[src/hdl/gcm_ghash_tag_engine_defines.svh]
// assertion helpers for the engine's back end
// every check is sampled on aclk and held off while aresetn is low
`ifndef GCM_GHASH_TAG_ENGINE_DEFINES_SVH
`define GCM_GHASH_TAG_ENGINE_DEFINES_SVH

// same-cycle implication
`define GGTE_ASSERT_NOW(lbl, ante, cons, msg) \
    lbl: assert property (@(posedge aclk) disable iff (!aresetn) (ante) |-> (cons)) \
        else $error(msg);

// next-cycle implication
`define GGTE_ASSERT_NEXT(lbl, ante, cons, msg) \
    lbl: assert property (@(posedge aclk) disable iff (!aresetn) (ante) |=> (cons)) \
        else $error(msg);

`endif

[src/hdl/ggte_pkg.sv]
package ggte_pkg;

    localparam int BLOCK_BITS       = 128;
    localparam int BLOCK_BYTES      = 16;
    localparam int COUNT_W          = 61;
    localparam int MUL_BITS_PER_CYC = 8;
    localparam int MUL_CYCLES       = BLOCK_BITS / MUL_BITS_PER_CYC;
    localparam int MUL_CNT_W        = $clog2(MUL_CYCLES);
    localparam int GGTE_QUEUE_DEPTH = 2;

    localparam logic [7:0] GF_REDUCE = 8'he1;

    // input modes
    localparam logic [1:0] MODE_AAD    = 2'd0;
    localparam logic [1:0] MODE_TEXT   = 2'd1;
    localparam logic [1:0] MODE_FINISH = 2'd2;
    localparam logic [1:0] MODE_CLEAR  = 2'd3;

    // command kinds between front and back
    localparam logic [2:0] KIND_AAD    = 3'd0;
    localparam logic [2:0] KIND_TEXT   = 3'd1;
    localparam logic [2:0] KIND_FINISH = 3'd2;
    localparam logic [2:0] KIND_CLEAR  = 3'd3;
    localparam logic [2:0] KIND_READ   = 3'd4;

    // configuration register indexes
    localparam logic [1:0] CFG_HKEY_HI  = 2'd0;
    localparam logic [1:0] CFG_HKEY_LO  = 2'd1;
    localparam logic [1:0] CFG_TMASK_HI = 2'd2;
    localparam logic [1:0] CFG_TMASK_LO = 2'd3;

    typedef struct packed {
        logic [1:0]  mode;
        logic [63:0] block_hi;
        logic [63:0] block_lo;
        logic [4:0]  byte_count;
    } in_t;

    typedef struct packed {
        logic [63:0] hash_hi;
        logic [63:0] hash_lo;
        logic        is_tag;
    } out_t;

    typedef struct packed {
        logic [2:0]            kind;
        logic [BLOCK_BITS-1:0] data;
        logic [4:0]            nbytes;
    } cmd_t;

    typedef struct packed {
        logic [BLOCK_BITS-1:0] hkey;
        logic [BLOCK_BITS-1:0] tmask;
    } key_t;

endpackage

[src/hdl/ggte_front.sv]
module ggte_front
    import ggte_pkg::*;
(
    input  logic in_valid,
    output logic in_ready,
    input  in_t  in_item,
    output logic cmd_valid,
    input  logic cmd_ready,
    output cmd_t cmd
);

    logic [4:0]            nsat;
    logic [BLOCK_BITS-1:0] mask;

    // saturate the byte count to a whole block
    assign nsat = (in_item.byte_count > 5'(BLOCK_BYTES)) ? 5'(BLOCK_BYTES)
                                                         : in_item.byte_count;

    // keep the leading valid bytes, byte 0 at the top
    always_comb begin
        for (int i = 0; i < BLOCK_BYTES; i++) begin
            mask[BLOCK_BITS-1-8*i -: 8] = (5'(i) < nsat) ? 8'hff : 8'h00;
        end
    end

    // classify the item into a command for the back end
    always_comb begin
        cmd.data   = {in_item.block_hi, in_item.block_lo} & mask;
        cmd.nbytes = nsat;
        case (in_item.mode)
            MODE_AAD:    cmd.kind = (nsat == 5'd0) ? KIND_READ : KIND_AAD;
            MODE_TEXT:   cmd.kind = (nsat == 5'd0) ? KIND_READ : KIND_TEXT;
            MODE_FINISH: cmd.kind = KIND_FINISH;
            default:     cmd.kind = KIND_CLEAR;
        endcase
    end

    assign cmd_valid = in_valid;
    assign in_ready  = cmd_ready;

endmodule

[src/hdl/ggte_queue.sv]
module ggte_queue
    import ggte_pkg::*;
#(
    parameter int DEPTH = GGTE_QUEUE_DEPTH
) (
    input  logic aclk,
    input  logic aresetn,
    input  logic wr_valid,
    output logic wr_ready,
    input  cmd_t wr_cmd,
    output logic rd_valid,
    input  logic rd_ready,
    output cmd_t rd_cmd
);

    localparam int PTR_W = (DEPTH > 1) ? $clog2(DEPTH) : 1;
    localparam int CNT_W = $clog2(DEPTH + 1);

    cmd_t             mem [DEPTH];
    logic [PTR_W-1:0] wr_ptr_reg, wr_ptr_next;
    logic [PTR_W-1:0] rd_ptr_reg, rd_ptr_next;
    logic [CNT_W-1:0] count_reg, count_next;
    logic             push, pop;

    assign wr_ready = (count_reg != CNT_W'(DEPTH));
    assign rd_valid = (count_reg != '0);
    assign rd_cmd   = mem[rd_ptr_reg];
    assign push     = wr_valid && wr_ready;
    assign pop      = rd_valid && rd_ready;

    // pointer and fill count update
    always_comb begin
        wr_ptr_next = wr_ptr_reg;
        rd_ptr_next = rd_ptr_reg;
        count_next  = count_reg;
        if (push) begin
            wr_ptr_next = (wr_ptr_reg == PTR_W'(DEPTH - 1)) ? '0 : wr_ptr_reg + 1'b1;
        end
        if (pop) begin
            rd_ptr_next = (rd_ptr_reg == PTR_W'(DEPTH - 1)) ? '0 : rd_ptr_reg + 1'b1;
        end
        if (push && !pop) begin
            count_next = count_reg + 1'b1;
        end else if (pop && !push) begin
            count_next = count_reg - 1'b1;
        end
    end

    always_ff @(posedge aclk) begin
        if (!aresetn) begin
            wr_ptr_reg <= '0;
            rd_ptr_reg <= '0;
            count_reg  <= '0;
        end else begin
            wr_ptr_reg <= wr_ptr_next;
            rd_ptr_reg <= rd_ptr_next;
            count_reg  <= count_next;
        end
    end

    // storage
    always_ff @(posedge aclk) begin
        if (push) begin
            mem[wr_ptr_reg] <= wr_cmd;
        end
    end

endmodule

[src/hdl/ggte_back.sv]
`include "gcm_ghash_tag_engine_defines.svh"

module ggte_back
    import ggte_pkg::*;
(
    input  logic aclk,
    input  logic aresetn,
    input  key_t key,
    input  logic cmd_valid,
    output logic cmd_ready,
    input  cmd_t cmd,
    output logic out_valid,
    input  logic out_ready,
    output out_t out_item
);

    localparam logic [1:0] ST_IDLE = 2'd0;
    localparam logic [1:0] ST_MUL  = 2'd1;
    localparam logic [1:0] ST_HOLD = 2'd2;

    logic [1:0]            state_reg, state_next;
    logic [MUL_CNT_W-1:0]  cnt_reg, cnt_next;
    logic                  fin_reg, fin_next;
    logic [BLOCK_BITS-1:0] x_reg, x_next;
    logic [BLOCK_BITS-1:0] v_reg, v_next;
    logic [BLOCK_BITS-1:0] z_reg, z_next;
    logic [BLOCK_BITS-1:0] acc_reg, acc_next;
    logic [COUNT_W-1:0]    aad_reg, aad_next;
    logic [COUNT_W-1:0]    txt_reg, txt_next;
    logic [BLOCK_BITS-1:0] res_reg, res_next;
    logic                  res_tag_reg, res_tag_next;
    out_t                  out_reg, out_next;
    logic                  out_valid_reg, out_valid_next;
    logic [BLOCK_BITS-1:0] zm, vm;
    logic                  lsb;
    logic                  pop;

    assign cmd_ready = (state_reg == ST_IDLE);
    assign pop       = cmd_valid && cmd_ready;
    assign out_valid = out_valid_reg;
    assign out_item  = out_reg;

    // eight bits of the X operand of the GF(2^128) product per cycle
    always_comb begin
        zm  = z_reg;
        vm  = v_reg;
        lsb = 1'b0;
        for (int k = 0; k < MUL_BITS_PER_CYC; k++) begin
            if (x_reg[BLOCK_BITS-1-k]) begin
                zm = zm ^ vm;
            end
            lsb = vm[0];
            vm  = {1'b0, vm[BLOCK_BITS-1:1]};
            if (lsb) begin
                vm[BLOCK_BITS-1 -: 8] = vm[BLOCK_BITS-1 -: 8] ^ GF_REDUCE;
            end
        end
    end

    // sequencer
    always_comb begin
        state_next     = state_reg;
        cnt_next       = cnt_reg;
        fin_next       = fin_reg;
        x_next         = x_reg;
        v_next         = v_reg;
        z_next         = z_reg;
        acc_next       = acc_reg;
        aad_next       = aad_reg;
        txt_next       = txt_reg;
        res_next       = res_reg;
        res_tag_next   = res_tag_reg;
        out_next       = out_reg;
        out_valid_next = out_valid_reg;

        if (out_valid_reg && out_ready) begin
            out_valid_next = 1'b0;
        end

        case (state_reg)
            ST_IDLE: begin
                if (pop) begin
                    v_next   = key.hkey;
                    z_next   = '0;
                    cnt_next = '0;
                    fin_next = 1'b0;
                    case (cmd.kind)
                        KIND_AAD: begin
                            x_next     = acc_reg ^ cmd.data;
                            aad_next   = aad_reg + COUNT_W'(cmd.nbytes);
                            state_next = ST_MUL;
                        end
                        KIND_TEXT: begin
                            x_next     = acc_reg ^ cmd.data;
                            txt_next   = txt_reg + COUNT_W'(cmd.nbytes);
                            state_next = ST_MUL;
                        end
                        KIND_FINISH: begin
                            x_next     = acc_reg ^ {aad_reg, 3'b000, txt_reg, 3'b000};
                            fin_next   = 1'b1;
                            state_next = ST_MUL;
                        end
                        KIND_CLEAR: begin
                            acc_next     = '0;
                            aad_next     = '0;
                            txt_next     = '0;
                            res_next     = '0;
                            res_tag_next = 1'b0;
                            state_next   = ST_HOLD;
                        end
                        default: begin
                            res_next     = acc_reg;
                            res_tag_next = 1'b0;
                            state_next   = ST_HOLD;
                        end
                    endcase
                end
            end
            ST_MUL: begin
                x_next   = x_reg << MUL_BITS_PER_CYC;
                v_next   = vm;
                z_next   = zm;
                cnt_next = cnt_reg + 1'b1;
                if (cnt_reg == MUL_CNT_W'(MUL_CYCLES - 1)) begin
                    if (fin_reg) begin
                        res_next     = zm ^ key.tmask;
                        res_tag_next = 1'b1;
                        acc_next     = '0;
                        aad_next     = '0;
                        txt_next     = '0;
                    end else begin
                        res_next     = zm;
                        res_tag_next = 1'b0;
                        acc_next     = zm;
                    end
                    state_next = ST_HOLD;
                end
            end
            ST_HOLD: begin
                if (!out_valid_reg || out_ready) begin
                    out_next.hash_hi = res_reg[BLOCK_BITS-1:64];
                    out_next.hash_lo = res_reg[63:0];
                    out_next.is_tag  = res_tag_reg;
                    out_valid_next   = 1'b1;
                    state_next       = ST_IDLE;
                end
            end
            default: begin
                state_next = ST_IDLE;
            end
        endcase
    end

    // control and hash state
    always_ff @(posedge aclk) begin
        if (!aresetn) begin
            state_reg     <= ST_IDLE;
            cnt_reg       <= '0;
            fin_reg       <= 1'b0;
            acc_reg       <= '0;
            aad_reg       <= '0;
            txt_reg       <= '0;
            out_valid_reg <= 1'b0;
        end else begin
            state_reg     <= state_next;
            cnt_reg       <= cnt_next;
            fin_reg       <= fin_next;
            acc_reg       <= acc_next;
            aad_reg       <= aad_next;
            txt_reg       <= txt_next;
            out_valid_reg <= out_valid_next;
        end
    end

    // datapath
    always_ff @(posedge aclk) begin
        x_reg       <= x_next;
        v_reg       <= v_next;
        z_reg       <= z_next;
        res_reg     <= res_next;
        res_tag_reg <= res_tag_next;
        out_reg     <= out_next;
    end

    `GGTE_ASSERT_NEXT(a_mul_count, (state_reg == ST_MUL && cnt_reg != MUL_CNT_W'(MUL_CYCLES - 1)), (state_reg == ST_MUL && cnt_reg == MUL_CNT_W'($past(cnt_reg) + 1'b1)), "multiply sequence broke early")
    `GGTE_ASSERT_NEXT(a_finish_clears, (state_reg == ST_MUL && fin_reg && cnt_reg == MUL_CNT_W'(MUL_CYCLES - 1)), (acc_reg == '0 && aad_reg == '0 && txt_reg == '0 && res_tag_reg), "finish left state behind")
    `GGTE_ASSERT_NEXT(a_hold_stall, (state_reg == ST_HOLD && out_valid_reg && !out_ready), (state_reg == ST_HOLD), "result dropped while output stalled")
    `GGTE_ASSERT_NOW(a_out_from_hold, ($rose(out_valid_reg)), ($past(state_reg) == ST_HOLD), "output raised outside hold")

endmodule

[src/hdl/gcm_ghash_tag_engine.sv]
// GCM GHASH tag engine. Each item carries a 128-bit block and a mode
// (additional data, ciphertext, finish, clear); every item gives exactly one
// result. A data block is cut to its leading byte_count bytes (counts above 16
// act as 16), XORed into the running hash and multiplied by H. The multiply
// takes eight bits of the operand per cycle. A data or finish item passes a load,
// the multiply and a hold that hands the result to the output register, waiting
// while it stalls; clear and empty blocks skip the multiply. A two-entry command
// queue in front lets new items be accepted while a block is in the multiplier.
// Finish folds in the length block, XORs E(K,J0) from tag_mask and clears the
// hash and byte counts. Write H and the tag mask only while no item is pending.
module gcm_ghash_tag_engine
    import ggte_pkg::*;
#(
    parameter int QUEUE_DEPTH = GGTE_QUEUE_DEPTH
) (
    input  logic        aclk,
    input  logic        aresetn,
    input  logic        s_valid,
    output logic        s_ready,
    input  in_t         s_data,
    output logic        m_valid,
    input  logic        m_ready,
    output out_t        m_data,
    input  logic        cfg_valid,
    output logic        cfg_ready,
    input  logic [1:0]  cfg_index,
    input  logic [63:0] cfg_data
);

    logic [63:0] hkey_hi_reg, hkey_lo_reg, tmask_hi_reg, tmask_lo_reg;
    key_t        key;
    logic        f_valid, f_ready;
    cmd_t        f_cmd;
    logic        q_valid, q_ready;
    cmd_t        q_cmd;

    assign cfg_ready = 1'b1;

    // configuration registers
    always_ff @(posedge aclk) begin
        if (!aresetn) begin
            hkey_hi_reg  <= '0;
            hkey_lo_reg  <= '0;
            tmask_hi_reg <= '0;
            tmask_lo_reg <= '0;
        end else if (cfg_valid && cfg_ready) begin
            case (cfg_index)
                CFG_HKEY_HI:  hkey_hi_reg  <= cfg_data;
                CFG_HKEY_LO:  hkey_lo_reg  <= cfg_data;
                CFG_TMASK_HI: tmask_hi_reg <= cfg_data;
                CFG_TMASK_LO: tmask_lo_reg <= cfg_data;
                default: begin
                end
            endcase
        end
    end

    assign key.hkey  = {hkey_hi_reg, hkey_lo_reg};
    assign key.tmask = {tmask_hi_reg, tmask_lo_reg};

    ggte_front u_front (
        .in_valid  (s_valid),
        .in_ready  (s_ready),
        .in_item   (s_data),
        .cmd_valid (f_valid),
        .cmd_ready (f_ready),
        .cmd       (f_cmd)
    );

    ggte_queue #(
        .DEPTH (QUEUE_DEPTH)
    ) u_queue (
        .aclk     (aclk),
        .aresetn  (aresetn),
        .wr_valid (f_valid),
        .wr_ready (f_ready),
        .wr_cmd   (f_cmd),
        .rd_valid (q_valid),
        .rd_ready (q_ready),
        .rd_cmd   (q_cmd)
    );

    ggte_back u_back (
        .aclk      (aclk),
        .aresetn   (aresetn),
        .key       (key),
        .cmd_valid (q_valid),
        .cmd_ready (q_ready),
        .cmd       (q_cmd),
        .out_valid (m_valid),
        .out_ready (m_ready),
        .out_item  (m_data)
    );

endmodule
[config.mk]
export PLATFORM = sky130hd
export DESIGN_NAME = gcm_ghash_tag_engine
export DESIGN_NICKNAME = d
export VERILOG_FILES = /design/src/hdl/ggte_pkg.sv /design/src/hdl/ggte_front.sv /design/src/hdl/ggte_queue.sv /design/src/hdl/ggte_back.sv /design/src/hdl/gcm_ghash_tag_engine.sv
export VERILOG_INCLUDE_DIRS = /design/src /design/src/hdl
export SDC_FILE = /design/constraint.sdc
export NUM_CORES = 2
export LEC_CHECK = 0
export CAP_MARGIN = 20
export CORE_MARGIN = 3
export CORE_UTILIZATION = 60
export CTS_CLUSTER_SIZE = 14
export DETAILED_ROUTE_END_ITERATION = 7
export DONT_BUFFER_PORTS = 1
export PLACE_DENSITY = 0.74
export SYNTH_ARGS = -nofsm -noshare
export SYNTH_HDL_FRONTEND = slang
export SYNTH_SLANG_ARGS = --single-unit
[constraint.sdc]
create_clock -name aclk -period 8.9 [get_ports aclk]
set_input_delay 0.445 -clock aclk [delete_from_list [all_inputs] [get_ports aclk]]
set_output_delay 0.445 -clock aclk [all_outputs]
set_load 0.005 [all_outputs]
==> qor.yml <==
status: "finished, final reports clean"
utilization_pct: 67.6
max_stage_delay_ns: 0.75
critical_path.slowest_cell: "dfxtp_1"
core_um2: 119000
yosys.area.top_type_share_pct: 37.9
cts_inserted_buffers: 151
synth.net_count: 7925
period_share_pct: 41.5
h-tree-depth: 4
fin_tns_setup_ns: 0
gr-total-overflow: 0
wl_met3_mm: 22.7
initial_core_util_pct: 60.9
clk_latency_ns: 0.80
switching_power_w: 0.0159
die_h_um: 353
clockBufferDepth: 3
grt_start_max_net_pins: 159
synth_ff_type: "edfxtp_1"
fin_crit_ns: 3.69
dp_cells: 8795
hold_slack_ns: 0.0155
antenna_found_initial: 22
post_drt_wl_per_cell_um: 23.9
gp_congestion: 0.913
detailed_place.area_um2: 72900
worst_slew_pin_slew_ns: 1.20
largest_reg_flops: 272
min_path_type: "in2reg"
max_freq_ghz: 0.271
cp.arrival_ns: 4.40
first_iter_violations: 7032
n_fill_cell: 9147
vdd_ir_drop_max_v: 0.000357
finalSetupViolCount: 0
path_class: "reg2reg"
p_seq_share_pct: 31.6
synthCells: 7705
intPower_w: 0.0213
power_frac_comb_pct: 51.1
fin_cells: 9305
regMostFlops: "u_queue.mem"
num_rows: 126
place.detailed.hpwl_mm: 142
switching_share_pct: 42.8
ys_ff_latch: 1433
syn2layout_area_growth_pct: 10.9
dieArea_um2: 125000
grt_pass1_wl_mm: 330
post-cts-setup-buffers: 0
grt_usage_pct: 34.8
cap_violations: 0
cts_hold_buf: 202
viasPerCell: 5.95
clkPwrFrac_pct: 17.4
ios: 338
clkTransAtPathRegs_ns: 0.06
required_ns: 9.61
synth.area.top_cells: "edfxtp_1 (38%), dfxtp_1 (14%), nand2_1 (12%)"
crit_fanout: 13
syn_area_um2: 72400
synth_enable_flop_cells: 914
cts.sinks: 1433
finalInstanceArea_um2: 80300
cts_tree: "yes"
wirelength_met1_mm: 82.5
worst_setup_path_start_kind: "register"
rsz0062_at_grt: "false"
cts_resized: 0
wirelength_mm: 222
ys_types: 74
multi_input_area_um2: 32500
top_layer: "met5"
async_flop_share_pct: 0
hold_violations: 0
p_leak_nw: 27.5
ys_warn_count: 0
synth.avg_cell_area_um2: 9.40
slew_headroom_pct: 19.9
grt_pass1_vias: 52495
wl_met2_mm: 98.9
firstDrtPassIters: 6
port_buffers: 0
root_buffer: "clkbuf_16"
finalMaxSlewViolations: 0
drive_gt1_share_pct: 4.73
cp_cell_sequence: "nor3_1 > a2111oi_4 > o311ai_2 > buf_4 > nor2_1 > nand2_1 > or3_1 > a21oi_1"
cellPowerDensity_nw_per_um2: 464
nNetsFinal: 7785
ys_seq_area_share_pct: 52.2
cp-end-kind: "register"
regArea_um2: 37800
drc: 0
vias: 55384
netlist.top_cell.by_area: "edfxtp_1"
skew_ns: 0.0315
antenna_left: 0
die_w_um: 353
[synth_stat cells, drive strengths merged, types with 27 or more instances]
master	n
nor2b	114
nand4	27
a22oi	127
buf	173
nand3	45
mux2i	135
o21ai	276
edfxtp	914
or3	28
and2	152
nand2	2313
xor2	431
nor3	39
dfxtp	519
xnor2	940
a21oi	461
clkbuf	397
nor2	416
[cell usage in the layout, fill, tap and decap left out, drive strengths merged, types with 22 or more instances in the layout]
master and count:
nand2 2313, xnor2 940, edfxtp 914, dfxtp 519
a21oi 461, xor2 431, nor2 416, o21ai 276
clkbuf 211, dlygate4sd3 204, and2 152, mux2i 135
a22oi 127, nor2b 114, buf 72, clkinv 46
nand3 45, nor3 39, inv 34, or3 28
nand4 27, nor4 22
[through the flow]
| stage | power, W | setup slack, ns |
|---|---|---|
| after global routing | 0.0393 | 4.93 |
| after global placement | 0.0300 | 5.16 |
| after CTS | 0.0370 | 5.06 |
| after floorplan | 0.0263 | 1.04 |
| final | 0.0373 | 5.21 |
| after detailed placement | 0.0303 | 5.10 |
[area by class of cell]
class                           count  share of cell area [%]
Antenna cell                       11                  0.0343
Tap cell                         1600                    2.49
Multi-Input combinational cell   5679                    40.4
Timing Repair Buffer              277                    3.48
Sequential cell                  1433                    47.1
Inverter                           23                   0.126
Clock buffer                      210                    5.37
Clock inverter                     72                   0.986
[layer usage]
layer | global-route usage (%) | up-vias
li1 | - | 25022
met1 | 45.0 | 26648
met2 | 52.5 | 3062
met3 | 7.16 | 644
met4 | 24.8 | 8
met5 | 0 | -
[worst paths after layout]
path / startpoint / to / slack [ns] / cells past startpoint
setup / recovery: u_back.state_reg[0]$_SDFFE_PN0P_ / u_back.txt_reg[38]$_SDFFE_PN0P_ / 5.21 / 8
hold / removal: aresetn / u_queue.rd_ptr_reg$_SDFFE_PN0P_ / 0.02 / 2
setup reg to reg: u_back.state_reg[0]$_SDFFE_PN0P_ / u_back.txt_reg[38]$_SDFFE_PN0P_ / 5.21 / 8
hold reg to reg: u_back.res_reg[114]$_DFFE_PP_ / u_back.out_item[115]$_DFFE_PP_ / 0.41 / 0
[critical path, delay by kind of cell (launching register included)]
| family | cells | cell delay [ns] |
|---|---|---|
| DFF | 1 | 0.75 |
| buffers and inverters | 1 | 0.26 |
| AOI/OAI and AO/OA | 3 | 1.10 |
| and+or+nand+nor | 4 | 1.48 |
[power groups by stage]
stage	Clock, W	Sequential [W]	Combinational (W)
6_report	0.00647	0.0118	0.0190
5_1_grt	0.00678	0.0118	0.0207
2_1_floorplan	0	0.0107	0.0156
4_1_cts	0.00652	0.0117	0.0188
3_3_place_gp	0	0.0118	0.0182
3_5_place_dp	0	0.0117	0.0186
[cell families (layout without fill, tap and decap cells)]
kind of cell,count (synthesis),count (layout),synth area share (%)
fa+ha+maj,14,14,0.263
buf+inv,593,582,3.14
other cells,1,12,0.00518
flops,1433,1433,52.2
simple gates,3230,3230,18.5
mux,140,140,1.94
compound gates,913,913,6.99
xor+xnor,1381,1381,16.9
Power figures use the tool's default switching activity.
